==> src/rtl/core/sdbw_pkg.sv <==
// shared types, constants and arithmetic helpers for the segment display bus writer
package sdbw_pkg;

    localparam int DIGIT_COUNT = 4;
    localparam int BYTE_COUNT  = DIGIT_COUNT + 3;

    typedef logic [DIGIT_COUNT-1:0][7:0] t_seg_word;

    // request modes
    localparam logic [1:0] MODE_RAW    = 2'd0;
    localparam logic [1:0] MODE_NUMBER = 2'd1;
    localparam logic [1:0] MODE_TIME   = 2'd2;
    localparam logic [1:0] MODE_FAULT  = 2'd3;

    // configuration register indexes
    localparam logic [7:0] CFG_BRIGHTNESS = 8'd0;
    localparam logic [7:0] CFG_DATA_CMD   = 8'd1;
    localparam logic [7:0] CFG_ADDR_CMD   = 8'd2;
    localparam logic [7:0] CFG_DISP_CMD   = 8'd3;

    // position of a byte within one update
    localparam logic [2:0] IDX_DATA_CMD = 3'd0;
    localparam logic [2:0] IDX_ADDR_CMD = 3'd1;
    localparam logic [2:0] IDX_SEG0     = 3'd2;
    localparam logic [2:0] IDX_SEG1     = 3'd3;
    localparam logic [2:0] IDX_SEG2     = 3'd4;
    localparam logic [2:0] IDX_SEG3     = 3'd5;
    localparam logic [2:0] IDX_DISP_CMD = 3'd6;

    localparam logic [7:0] DISP_ON_BIT = 8'h08;
    localparam logic [7:0] COLON_BIT   = 8'h80;

    localparam t_seg_word FAULT_PATTERN = {8'h38, 8'h3E, 8'h77, 8'h71};
    localparam t_seg_word BLANK_CACHE   = {8'hFF, 8'hFF, 8'hFF, 8'hFF};

    typedef struct packed {
        logic [2:0] brightness;
        logic [7:0] set_data_command;
        logic [7:0] address_command;
        logic [7:0] display_command;
    } t_cfg;

    typedef enum logic {
        ST_IDLE,
        ST_SEND
    } t_back_state;

    // x / 10 for any 16-bit x, result fits 13 bits
    function automatic logic [12:0] div10_u16(input logic [15:0] x);
        logic [31:0] p;
        p = 32'(x) * 32'd52429;
        return p[31:19];
    endfunction

    // x / 10 for any 8-bit x
    function automatic logic [4:0] div10_u8(input logic [7:0] x);
        logic [15:0] p;
        p = 16'(x) * 16'd205;
        return p[15:11];
    endfunction

    // x % 10 for x up to 68
    function automatic logic [3:0] mod10_small(input logic [6:0] x);
        logic [9:0] p;
        logic [6:0] r;
        p = 10'(x) * 10'd13;
        r = x - 7'(p[9:7]) * 7'd10;
        return r[3:0];
    endfunction

    function automatic logic [7:0] digit_glyph(input logic [3:0] d);
        logic [7:0] g;
        case (d)
            4'd0:    g = 8'h3F;
            4'd1:    g = 8'h06;
            4'd2:    g = 8'h5B;
            4'd3:    g = 8'h4F;
            4'd4:    g = 8'h66;
            4'd5:    g = 8'h6D;
            4'd6:    g = 8'h7D;
            4'd7:    g = 8'h07;
            4'd8:    g = 8'h7F;
            4'd9:    g = 8'h6F;
            default: g = 8'h00;
        endcase
        return g;
    endfunction

endpackage

==> src/rtl/core/sdbw_front.sv <==
// request front end: accepts requests and forms the four segment bytes in a short pipeline
module sdbw_front (
    input  logic                   i_clk,
    input  logic                   i_rst_n,
    input  logic                   i_in_valid,
    output logic                   o_in_ready,
    input  logic [1:0]             i_mode,
    input  logic [7:0]             i_seg0,
    input  logic [7:0]             i_seg1,
    input  logic [7:0]             i_seg2,
    input  logic [7:0]             i_seg3,
    input  logic [15:0]            i_value,
    input  logic [7:0]             i_minutes,
    input  logic [7:0]             i_seconds,
    input  logic                   i_colon,
    output logic                   o_push,
    output sdbw_pkg::t_seg_word    o_push_data,
    input  logic                   i_full
);

    logic                  en;
    logic [3:0]            r_vld;

    logic [1:0]            r_s0_mode;
    sdbw_pkg::t_seg_word   r_s0_seg;
    logic [15:0]           r_s0_value;
    logic [7:0]            r_s0_min;
    logic [7:0]            r_s0_sec;
    logic                  r_s0_colon;

    logic [1:0]            r_s1_mode;
    sdbw_pkg::t_seg_word   r_s1_seg;
    logic                  r_s1_colon;
    logic [15:0]           r_s1_value;
    logic [12:0]           r_s1_q1;
    logic [7:0]            r_s1_min;
    logic [4:0]            r_s1_qm;
    logic [7:0]            r_s1_sec;
    logic [4:0]            r_s1_qs;

    logic [1:0]            r_s2_mode;
    sdbw_pkg::t_seg_word   r_s2_seg;
    logic                  r_s2_colon;
    logic [3:0]            r_s2_d0;
    logic [12:0]           r_s2_q1;
    logic [9:0]            r_s2_q2;
    logic [3:0][3:0]       r_s2_tdig;

    logic [1:0]            r_s3_mode;
    sdbw_pkg::t_seg_word   r_s3_seg;
    logic                  r_s3_colon;
    logic [3:0]            r_s3_d0;
    logic [3:0]            r_s3_d1;
    logic [9:0]            r_s3_q2;
    logic [6:0]            r_s3_q3;
    logic [3:0][3:0]       r_s3_tdig;

    logic [12:0]           n_q1;
    logic [4:0]            n_qm;
    logic [4:0]            n_qs;
    logic [15:0]           n_d0_full;
    logic [12:0]           n_q2_full;
    logic [7:0]            n_m1_full;
    logic [7:0]            n_s1_full;
    logic [3:0][3:0]       n_tdig;
    logic [12:0]           n_d1_full;
    logic [12:0]           n_q3_full;
    logic [9:0]            n_d2_full;
    logic [3:0]            n_d3;
    sdbw_pkg::t_seg_word   n_seg;

    // whole pipe moves together; it only holds when the tail cannot enter the queue
    assign en         = !r_vld[3] || !i_full;
    assign o_in_ready = en;
    assign o_push     = r_vld[3] && !i_full;

    always_ff @(posedge i_clk) begin
        if (!i_rst_n) begin
            r_vld <= '0;
        end else if (en) begin
            r_vld <= {r_vld[2:0], i_in_valid};
        end
    end

    // stage 1: first tenth of the number, tens of minutes and seconds
    always_comb begin
        n_q1 = sdbw_pkg::div10_u16(r_s0_value);
        n_qm = sdbw_pkg::div10_u8(r_s0_min);
        n_qs = sdbw_pkg::div10_u8(r_s0_sec);
    end

    // stage 2: units digit, next tenth, time digits
    always_comb begin
        n_d0_full = r_s1_value - 16'(r_s1_q1) * 16'd10;
        n_q2_full = sdbw_pkg::div10_u16(16'(r_s1_q1));
        n_m1_full = r_s1_min - 8'(r_s1_qm) * 8'd10;
        n_s1_full = r_s1_sec - 8'(r_s1_qs) * 8'd10;
        n_tdig[0] = sdbw_pkg::mod10_small(7'(r_s1_qm));
        n_tdig[1] = n_m1_full[3:0];
        n_tdig[2] = sdbw_pkg::mod10_small(7'(r_s1_qs));
        n_tdig[3] = n_s1_full[3:0];
    end

    // stage 3: tens digit and thousands quotient
    always_comb begin
        n_d1_full = r_s2_q1 - 13'(r_s2_q2) * 13'd10;
        n_q3_full = sdbw_pkg::div10_u16(16'(r_s2_q2));
    end

    // stage 4: hundreds and thousands digits, glyphs and mode select
    always_comb begin
        n_d2_full = r_s3_q2 - 10'(r_s3_q3) * 10'd10;
        n_d3      = sdbw_pkg::mod10_small(r_s3_q3);
        unique case (r_s3_mode)
            sdbw_pkg::MODE_RAW: begin
                n_seg = r_s3_seg;
            end
            sdbw_pkg::MODE_NUMBER: begin
                n_seg[0] = sdbw_pkg::digit_glyph(n_d3);
                n_seg[1] = sdbw_pkg::digit_glyph(n_d2_full[3:0]);
                n_seg[2] = sdbw_pkg::digit_glyph(r_s3_d1);
                n_seg[3] = sdbw_pkg::digit_glyph(r_s3_d0);
            end
            sdbw_pkg::MODE_TIME: begin
                n_seg[0] = sdbw_pkg::digit_glyph(r_s3_tdig[0]);
                n_seg[1] = sdbw_pkg::digit_glyph(r_s3_tdig[1])
                           | (r_s3_colon ? sdbw_pkg::COLON_BIT : 8'h00);
                n_seg[2] = sdbw_pkg::digit_glyph(r_s3_tdig[2]);
                n_seg[3] = sdbw_pkg::digit_glyph(r_s3_tdig[3]);
            end
            default: begin
                n_seg = sdbw_pkg::FAULT_PATTERN;
            end
        endcase
    end

    assign o_push_data = n_seg;

    always_ff @(posedge i_clk) begin
        if (en) begin
            r_s0_mode  <= i_mode;
            r_s0_seg   <= {i_seg3, i_seg2, i_seg1, i_seg0};
            r_s0_value <= i_value;
            r_s0_min   <= i_minutes;
            r_s0_sec   <= i_seconds;
            r_s0_colon <= i_colon;

            r_s1_mode  <= r_s0_mode;
            r_s1_seg   <= r_s0_seg;
            r_s1_colon <= r_s0_colon;
            r_s1_value <= r_s0_value;
            r_s1_q1    <= n_q1;
            r_s1_min   <= r_s0_min;
            r_s1_qm    <= n_qm;
            r_s1_sec   <= r_s0_sec;
            r_s1_qs    <= n_qs;

            r_s2_mode  <= r_s1_mode;
            r_s2_seg   <= r_s1_seg;
            r_s2_colon <= r_s1_colon;
            r_s2_d0    <= n_d0_full[3:0];
            r_s2_q1    <= r_s1_q1;
            r_s2_q2    <= n_q2_full[9:0];
            r_s2_tdig  <= n_tdig;

            r_s3_mode  <= r_s2_mode;
            r_s3_seg   <= r_s2_seg;
            r_s3_colon <= r_s2_colon;
            r_s3_d0    <= r_s2_d0;
            r_s3_d1    <= n_d1_full[3:0];
            r_s3_q2    <= r_s2_q2;
            r_s3_q3    <= n_q3_full[6:0];
            r_s3_tdig  <= r_s2_tdig;
        end
    end

endmodule

==> src/rtl/core/sdbw_fifo.sv <==
// small queue of segment words between the front end and the bus sequencer
module sdbw_fifo #(
    parameter int DEPTH = 2
) (
    input  logic                   i_clk,
    input  logic                   i_rst_n,
    input  logic                   i_push,
    input  sdbw_pkg::t_seg_word    i_data,
    output logic                   o_full,
    input  logic                   i_pop,
    output sdbw_pkg::t_seg_word    o_head,
    output logic                   o_empty
);

    localparam int PtrW = (DEPTH > 1) ? $clog2(DEPTH) : 1;
    localparam int CntW = $clog2(DEPTH + 1);

    sdbw_pkg::t_seg_word r_mem [DEPTH];
    logic [PtrW-1:0]     r_wr_ptr;
    logic [PtrW-1:0]     r_rd_ptr;
    logic [CntW-1:0]     r_count;

    assign o_full  = (r_count == CntW'(DEPTH));
    assign o_empty = (r_count == '0);
    assign o_head  = r_mem[r_rd_ptr];

    always_ff @(posedge i_clk) begin
        if (i_push) begin
            r_mem[r_wr_ptr] <= i_data;
        end
    end

    always_ff @(posedge i_clk) begin
        if (!i_rst_n) begin
            r_wr_ptr <= '0;
            r_rd_ptr <= '0;
            r_count  <= '0;
        end else begin
            if (i_push) begin
                r_wr_ptr <= (r_wr_ptr == PtrW'(DEPTH - 1)) ? '0 : r_wr_ptr + 1'b1;
            end
            if (i_pop) begin
                r_rd_ptr <= (r_rd_ptr == PtrW'(DEPTH - 1)) ? '0 : r_rd_ptr + 1'b1;
            end
            if (i_push && !i_pop) begin
                r_count <= r_count + 1'b1;
            end else if (!i_push && i_pop) begin
                r_count <= r_count - 1'b1;
            end
        end
    end

endmodule

==> src/rtl/core/sdbw_back.sv <==
// bus sequencer: drops unchanged updates, keeps the shown-segment cache, sends the byte frames
module sdbw_back (
    input  logic                   i_clk,
    input  logic                   i_rst_n,
    input  sdbw_pkg::t_cfg         i_cfg,
    input  sdbw_pkg::t_seg_word    i_head,
    input  logic                   i_empty,
    output logic                   o_pop,
    output logic                   o_out_valid,
    input  logic                   i_out_ready,
    output logic [7:0]             o_bus_byte,
    output logic                   o_frame_start,
    output logic                   o_frame_end,
    output logic                   o_last
);

    sdbw_pkg::t_back_state r_state;
    sdbw_pkg::t_back_state n_state;
    logic [2:0]            r_idx;
    sdbw_pkg::t_seg_word   r_cur;
    sdbw_pkg::t_seg_word   r_shown;

    logic                  r_out_valid;
    logic [7:0]            r_bus_byte;
    logic                  r_frame_start;
    logic                  r_frame_end;
    logic                  r_last;

    logic                  load_out;
    logic                  finishing;
    logic                  can_take;
    logic                  changed;
    logic                  start_update;
    logic [1:0]            seg_sel;
    logic [2:0]            seg_off;
    logic [7:0]            n_byte;
    logic                  n_start;
    logic                  n_end;
    logic                  n_last;

    assign load_out     = (r_state == sdbw_pkg::ST_SEND) && (!r_out_valid || i_out_ready);
    assign finishing    = load_out && (r_idx == sdbw_pkg::IDX_DISP_CMD);
    assign can_take     = (r_state == sdbw_pkg::ST_IDLE) || finishing;
    assign changed      = (i_head != r_shown);
    // an unchanged word is popped and dropped
    assign o_pop        = can_take && !i_empty;
    assign start_update = o_pop && changed;

    always_comb begin
        n_state = r_state;
        unique case (r_state)
            sdbw_pkg::ST_IDLE: begin
                if (start_update) begin
                    n_state = sdbw_pkg::ST_SEND;
                end
            end
            sdbw_pkg::ST_SEND: begin
                if (finishing && !start_update) begin
                    n_state = sdbw_pkg::ST_IDLE;
                end
            end
            default: begin
                n_state = sdbw_pkg::ST_IDLE;
            end
        endcase
    end

    assign seg_off = r_idx - sdbw_pkg::IDX_SEG0;
    assign seg_sel = seg_off[1:0];

    always_comb begin
        n_byte  = r_cur[seg_sel];
        n_start = 1'b0;
        n_end   = 1'b0;
        n_last  = 1'b0;
        unique case (r_idx) inside
            sdbw_pkg::IDX_DATA_CMD: begin
                n_byte  = i_cfg.set_data_command;
                n_start = 1'b1;
                n_end   = 1'b1;
            end
            sdbw_pkg::IDX_ADDR_CMD: begin
                n_byte  = i_cfg.address_command;
                n_start = 1'b1;
            end
            sdbw_pkg::IDX_SEG0, sdbw_pkg::IDX_SEG1, sdbw_pkg::IDX_SEG2: begin
                n_byte = r_cur[seg_sel];
            end
            sdbw_pkg::IDX_SEG3: begin
                n_byte = r_cur[seg_sel];
                n_end  = 1'b1;
            end
            sdbw_pkg::IDX_DISP_CMD: begin
                n_byte  = i_cfg.display_command | sdbw_pkg::DISP_ON_BIT
                          | {5'b0, i_cfg.brightness};
                n_start = 1'b1;
                n_end   = 1'b1;
                n_last  = 1'b1;
            end
            default: begin
                n_byte = r_cur[seg_sel];
            end
        endcase
    end

    always_ff @(posedge i_clk) begin
        if (!i_rst_n) begin
            r_state     <= sdbw_pkg::ST_IDLE;
            r_idx       <= sdbw_pkg::IDX_DATA_CMD;
            r_shown     <= sdbw_pkg::BLANK_CACHE;
            r_out_valid <= 1'b0;
        end else begin
            r_state <= n_state;
            if (start_update) begin
                r_idx   <= sdbw_pkg::IDX_DATA_CMD;
                r_shown <= i_head;
            end else if (load_out) begin
                r_idx <= r_idx + 1'b1;
            end
            if (load_out) begin
                r_out_valid <= 1'b1;
            end else if (i_out_ready) begin
                r_out_valid <= 1'b0;
            end
        end
    end

    always_ff @(posedge i_clk) begin
        if (start_update) begin
            r_cur <= i_head;
        end
        if (load_out) begin
            r_bus_byte    <= n_byte;
            r_frame_start <= n_start;
            r_frame_end   <= n_end;
            r_last        <= n_last;
        end
    end

    assign o_out_valid   = r_out_valid;
    assign o_bus_byte    = r_bus_byte;
    assign o_frame_start = r_frame_start;
    assign o_frame_end   = r_frame_end;
    assign o_last        = r_last;

endmodule

==> src/rtl/core/segment_display_bus_writer.sv <==
// top level of the segment display bus writer: config registers, front end, queue, sequencer
//
//  channel  | handshake                 | payload
//  ---------+---------------------------+----------------------------------------------
//  request  | i_in_valid / o_in_ready   | i_mode i_seg0..3 i_value i_minutes i_seconds i_colon
//  bus byte | o_out_valid / i_out_ready | o_bus_byte o_frame_start o_frame_end o_last
//  config   | i_cfg_we (no wait)        | i_cfg_addr i_cfg_wdata
//
// a request passes registers s0..s3 into the queue; the front end takes one per cycle
// unless a full queue holds its pipe; an update that changes the display sends seven bytes,
// one per cycle from the sequencer's byte counter unless stalled; unchanged ones send none
// synchronous active-low reset; shown-segment cache resets to all 0xFF, no clearing pass
// a stalled bus byte holds the sequencer; the queue then fills and the front end stalls
module segment_display_bus_writer #(
    parameter int QUEUE_DEPTH = 2
) (
    input  logic        i_clk,
    input  logic        i_rst_n,
    input  logic        i_in_valid,
    output logic        o_in_ready,
    input  logic [1:0]  i_mode,
    input  logic [7:0]  i_seg0,
    input  logic [7:0]  i_seg1,
    input  logic [7:0]  i_seg2,
    input  logic [7:0]  i_seg3,
    input  logic [15:0] i_value,
    input  logic [7:0]  i_minutes,
    input  logic [7:0]  i_seconds,
    input  logic        i_colon,
    output logic        o_out_valid,
    input  logic        i_out_ready,
    output logic [7:0]  o_bus_byte,
    output logic        o_frame_start,
    output logic        o_frame_end,
    output logic        o_last,
    input  logic        i_cfg_we,
    input  logic [7:0]  i_cfg_addr,
    input  logic [7:0]  i_cfg_wdata
);

    sdbw_pkg::t_cfg      r_cfg;
    logic                fifo_push;
    logic                fifo_full;
    logic                fifo_pop;
    logic                fifo_empty;
    sdbw_pkg::t_seg_word push_data;
    sdbw_pkg::t_seg_word fifo_head;

    always_ff @(posedge i_clk) begin
        if (!i_rst_n) begin
            r_cfg.brightness       <= 3'd7;
            r_cfg.set_data_command <= 8'h40;
            r_cfg.address_command  <= 8'hC0;
            r_cfg.display_command  <= 8'h80;
        end else if (i_cfg_we) begin
            unique case (i_cfg_addr)
                sdbw_pkg::CFG_BRIGHTNESS: r_cfg.brightness       <= i_cfg_wdata[2:0];
                sdbw_pkg::CFG_DATA_CMD:   r_cfg.set_data_command <= i_cfg_wdata;
                sdbw_pkg::CFG_ADDR_CMD:   r_cfg.address_command  <= i_cfg_wdata;
                sdbw_pkg::CFG_DISP_CMD:   r_cfg.display_command  <= i_cfg_wdata;
                default: begin
                end
            endcase
        end
    end

    sdbw_front u_front (
        .i_clk       (i_clk),
        .i_rst_n     (i_rst_n),
        .i_in_valid  (i_in_valid),
        .o_in_ready  (o_in_ready),
        .i_mode      (i_mode),
        .i_seg0      (i_seg0),
        .i_seg1      (i_seg1),
        .i_seg2      (i_seg2),
        .i_seg3      (i_seg3),
        .i_value     (i_value),
        .i_minutes   (i_minutes),
        .i_seconds   (i_seconds),
        .i_colon     (i_colon),
        .o_push      (fifo_push),
        .o_push_data (push_data),
        .i_full      (fifo_full)
    );

    sdbw_fifo #(
        .DEPTH (QUEUE_DEPTH)
    ) u_fifo (
        .i_clk   (i_clk),
        .i_rst_n (i_rst_n),
        .i_push  (fifo_push),
        .i_data  (push_data),
        .o_full  (fifo_full),
        .i_pop   (fifo_pop),
        .o_head  (fifo_head),
        .o_empty (fifo_empty)
    );

    sdbw_back u_back (
        .i_clk         (i_clk),
        .i_rst_n       (i_rst_n),
        .i_cfg         (r_cfg),
        .i_head        (fifo_head),
        .i_empty       (fifo_empty),
        .o_pop         (fifo_pop),
        .o_out_valid   (o_out_valid),
        .i_out_ready   (i_out_ready),
        .o_bus_byte    (o_bus_byte),
        .o_frame_start (o_frame_start),
        .o_frame_end   (o_frame_end),
        .o_last        (o_last)
    );

`ifndef ASSERT_OFF
    // the closing byte is the display command, which always carries the display-on bit
    a_last_frame: assert property (@(posedge i_clk) disable iff (!i_rst_n)
        o_out_valid && o_last |-> o_frame_start && o_frame_end && o_bus_byte[3])
        else $error("last byte of an update is not a display command frame");

    // after the last byte moves, the next byte shown opens a new frame
    a_next_update: assert property (@(posedge i_clk) disable iff (!i_rst_n)
        o_out_valid && i_out_ready && o_last |=> !o_out_valid || o_frame_start)
        else $error("update did not restart with a framed command byte");

    // reset leaves no byte pending and an empty queue
    a_reset_clear: assert property (@(posedge i_clk)
        !i_rst_n |=> !o_out_valid && fifo_empty)
        else $error("reset did not clear output and queue");

    // the queue never reports full and empty together
    a_queue_sane: assert property (@(posedge i_clk) disable iff (!i_rst_n)
        !(fifo_full && fifo_empty))
        else $error("queue full and empty at once");
`endif

endmodule

==> config.mk <==
export PLATFORM = sky130hd
export DESIGN_NAME = segment_display_bus_writer
export DESIGN_NICKNAME = d
export VERILOG_FILES = /design/src/rtl/core/sdbw_pkg.sv /design/src/rtl/core/sdbw_front.sv /design/src/rtl/core/sdbw_fifo.sv /design/src/rtl/core/sdbw_back.sv /design/src/rtl/core/segment_display_bus_writer.sv
export SDC_FILE = /design/constraint.sdc
export NUM_CORES = 1
export LEC_CHECK = 0
export BUFFER_PORTS_ARGS = -buffer_cell sky130_fd_sc_hd__buf_2
export CORE_MARGIN = 1.5
export CORE_UTILIZATION = 64
export DETAILED_ROUTE_END_ITERATION = 7
export PLACE_DENSITY = 0.84
export SYNTH_ARGS = -nofsm -noshare
export SYNTH_HDL_FRONTEND = slang
export SYNTH_HIERARCHICAL = 1
export SYNTH_SLANG_ARGS = --single-unit
export TNS_END_PERCENT = 50
==> constraint.sdc <==
create_clock -name i_clk -period 12.8 [get_ports i_clk]
set_input_delay 0.64 -clock i_clk [delete_from_list [all_inputs] [get_ports i_clk]]
set_output_delay 0.64 -clock i_clk [all_outputs]
set_load 0.02 [all_outputs]
==> reports/qor.txt <==
Outcome -> finished clean
I/O Pins -> 101
Max_cap viols -> 0
Post-synthesis cell count -> 2563
Total GRT Usage -> 0.248
Chip width -> 226 µm
Setup Fix Bufs, Post-CTS -> 0
Routed Antenna Nets -> 0
Min-Delay Path Depth -> 1
CTS hold repair buffers -> 0
Clock buffer depth -> 3
Worst-Skew Late Latency -> 630 ps
Synth warnings -> 6
Max Transition Viols Final -> 0
Final GP Congestion -> 0.877
Drt drc -> 0
Antenna violations before repair -> 1
Busiest grt layer -> met2
Drt pass-1 iters -> 5
1st-iter DRT viols -> 1257
RSZ-0062 raised after global routing -> no
Reg clk slew, reported paths -> 60 ps
Worst R2R Path Depth -> 19
Row cnt -> 81
GRT met3 Usage -> 0.0323
DIE AREA -> 51100 µm²
Worst Path Max Fanout -> 5
Total grt overflow -> 0
Vias in the first global route -> 19600
Highest clock rate -> 169 MHz
Synth Area per Inst -> 12.4 µm²
Slew HR -> 0.181
Core Area -> 49100 µm²
CTS tree -> done
Layout cells sized above 1 -> 0.0999
Met1 Usage GRT -> 0.309
Layout area overhead -> 8.97%
FILL cells -> 3375
Vias per cell -> 5.49
CP Launch Type -> flip-flop
Setup-failing EPs final -> 0
Initial core utilization -> 0.650
Fin util -> 0.708
DR WL/cell -> 18.2 µm
Reg2Reg Capture Point -> u_front/r_s1_q1[12]$_DFFE_PN_
Final setup TNS -> 0 ps
Worst EP required -> 13140 ps
ANT cells -> 0
NumNets Final -> 3429
Htree depth -> 2
Final Skew -> 34.6 ps
Crit path time final -> 5930 ps
Port Buf Inserts -> 100
Root buf cell -> clkbuf_16
Hold EP -> u_front/r_s0_seg[31]$_DFFE_PN_
Post-route clock period utilization -> 0.463
CTS resizes -> 0
Clock sink count -> 497
Die H -> 226 µm
First-pass GRT wire length -> 98.2 mm
Routed wire length -> 61.7 mm
Num CTS Buffers -> 50
Reg-to-Reg Start -> u_front/r_s0_value[6]$_DFFE_PN_
Worst Setup Path Type -> flip-flop to flip-flop
Largest net degree at the start of global routing -> 118
Min-Delay Path Class -> primary input to flip-flop
R2R Setup Slk -> 6870 ps
Met2 usage -> 0.441
Arr. time, crit path -> 6270 ps
Via Count -> 18600
Final HPWL DP -> 47.5 mm
Worst slew pin tran -> 1230 ps
Post-Syn Nets -> 3310
Hold Path Origin -> i_seg3[7]
Setup crit end kind -> flip-flop
Final Hold Viols -> 0
Cell area after synthesis -> 31900 µm²
per-layer routing:
layer | vias to the layer above | share of wire
met3 | 118 | 0.039
met5 | - | 0
li1 | 8934 | -
met2 | 373 | 0.51
met1 | 9186 | 0.42
met4 | 0 | 0.033
flip-flops by register name, indices dropped and copies added, names as in the netlist, 10 cells and up, named ones only:
| signal | flops |
|---|---|
| u_front/r_s2_q2 | 10 |
| u_front/r_s3_seg | 32 |
| u_back/r_shown | 32 |
| u_front/r_s2_seg | 32 |
| u_front/r_s2_tdig | 16 |
| u_front/r_s1_seg | 32 |
| u_front/r_s0_value | 16 |
| u_front/r_s0_seg | 32 |
| u_fifo/r_mem | 64 |
| u_front/r_s1_q1 | 13 |
| u_back/r_cur | 32 |
| u_front/r_s3_tdig | 16 |
| r_cfg | 26 |
final cells by class:
| type | count | area, µm² | area share |
|---|---|---|---|
| clock inverter | 32 | 380 | 0.0110 |
| tap | 664 | 831 | 0.0239 |
| inverter | 501 | 1890 | 0.0544 |
| multi-input combinational | 1521 | 16000 | 0.460 |
| timing repair buffer | 111 | 583 | 0.0168 |
| sequential | 497 | 13800 | 0.397 |
| clock buffer | 62 | 1300 | 0.0373 |
placed cells by master (no fill, tap or decap), drive strengths merged, types with 28 or more instances in the layout:
cell,n
dfxtp,114
a21oi,64
nor2b,93
edfxtp,383
o21ai,55
fa,192
buf,111
ha,467
a21o,28
xnor2,86
clkbuf,62
inv,502
mux2i,100
mux2,50
nor2,53
nand2,91
critical path, cell delays in order (launching register included):
cell	delay, ps
edfxtp_1	500
ha_1	420
inv_1	80
fa_1	530
inv_1	50
fa_1	510
fa_1	530
fa_1	540
inv_1	60
fa_1	560
inv_1	60
ha_1	210
nor3_1	220
o21ai_0	160
o21ai_0	120
a21boi_2	280
o31ai_1	150
a211o_1	330
o31ai_2	230
xnor2_1	110
per-stage QoR:
stage          setup slack (ps)  instance area (µm²)  hold slack (ps)  instances
2_1_floorplan              1250                31900              400       2563
3_3_place_gp               7040                33000              400       3294
3_5_place_dp               6860                33000              405       3294
4_1_cts                    6820                34700              160       3388
5_1_grt                    6610                34700              173       3388
6_report                   6870                34700              189       3388
worst max path at each step:
stage,startpoint,to,slack [ps],cells after the start
final,u_front/r_s0_value[6]$_DFFE_PN_,u_front/r_s1_q1[12]$_DFFE_PN_,6870,19
after global routing,u_front/r_s0_value[6]$_DFFE_PN_,u_front/r_s1_q1[12]$_DFFE_PN_,6610,19
after CTS,u_front/r_s0_value[6]$_DFFE_PN_,u_front/r_s1_q1[12]$_DFFE_PN_,6820,19
after detailed placement,u_front/r_s0_value[6]$_DFFE_PN_,u_front/r_s1_q1[12]$_DFFE_PN_,6860,19
after global placement,u_front/r_s0_value[6]$_DFFE_PN_,u_front/r_s1_q1[12]$_DFFE_PN_,7040,18
after floorplan,u_fifo/r_count[0]$_SDFFE_PN0P_,flip-flop,1250,9
Power is left out: the tool's default activity adds up to more than one toggle a clock period on the data nets, which glitch-free logic cannot reach.
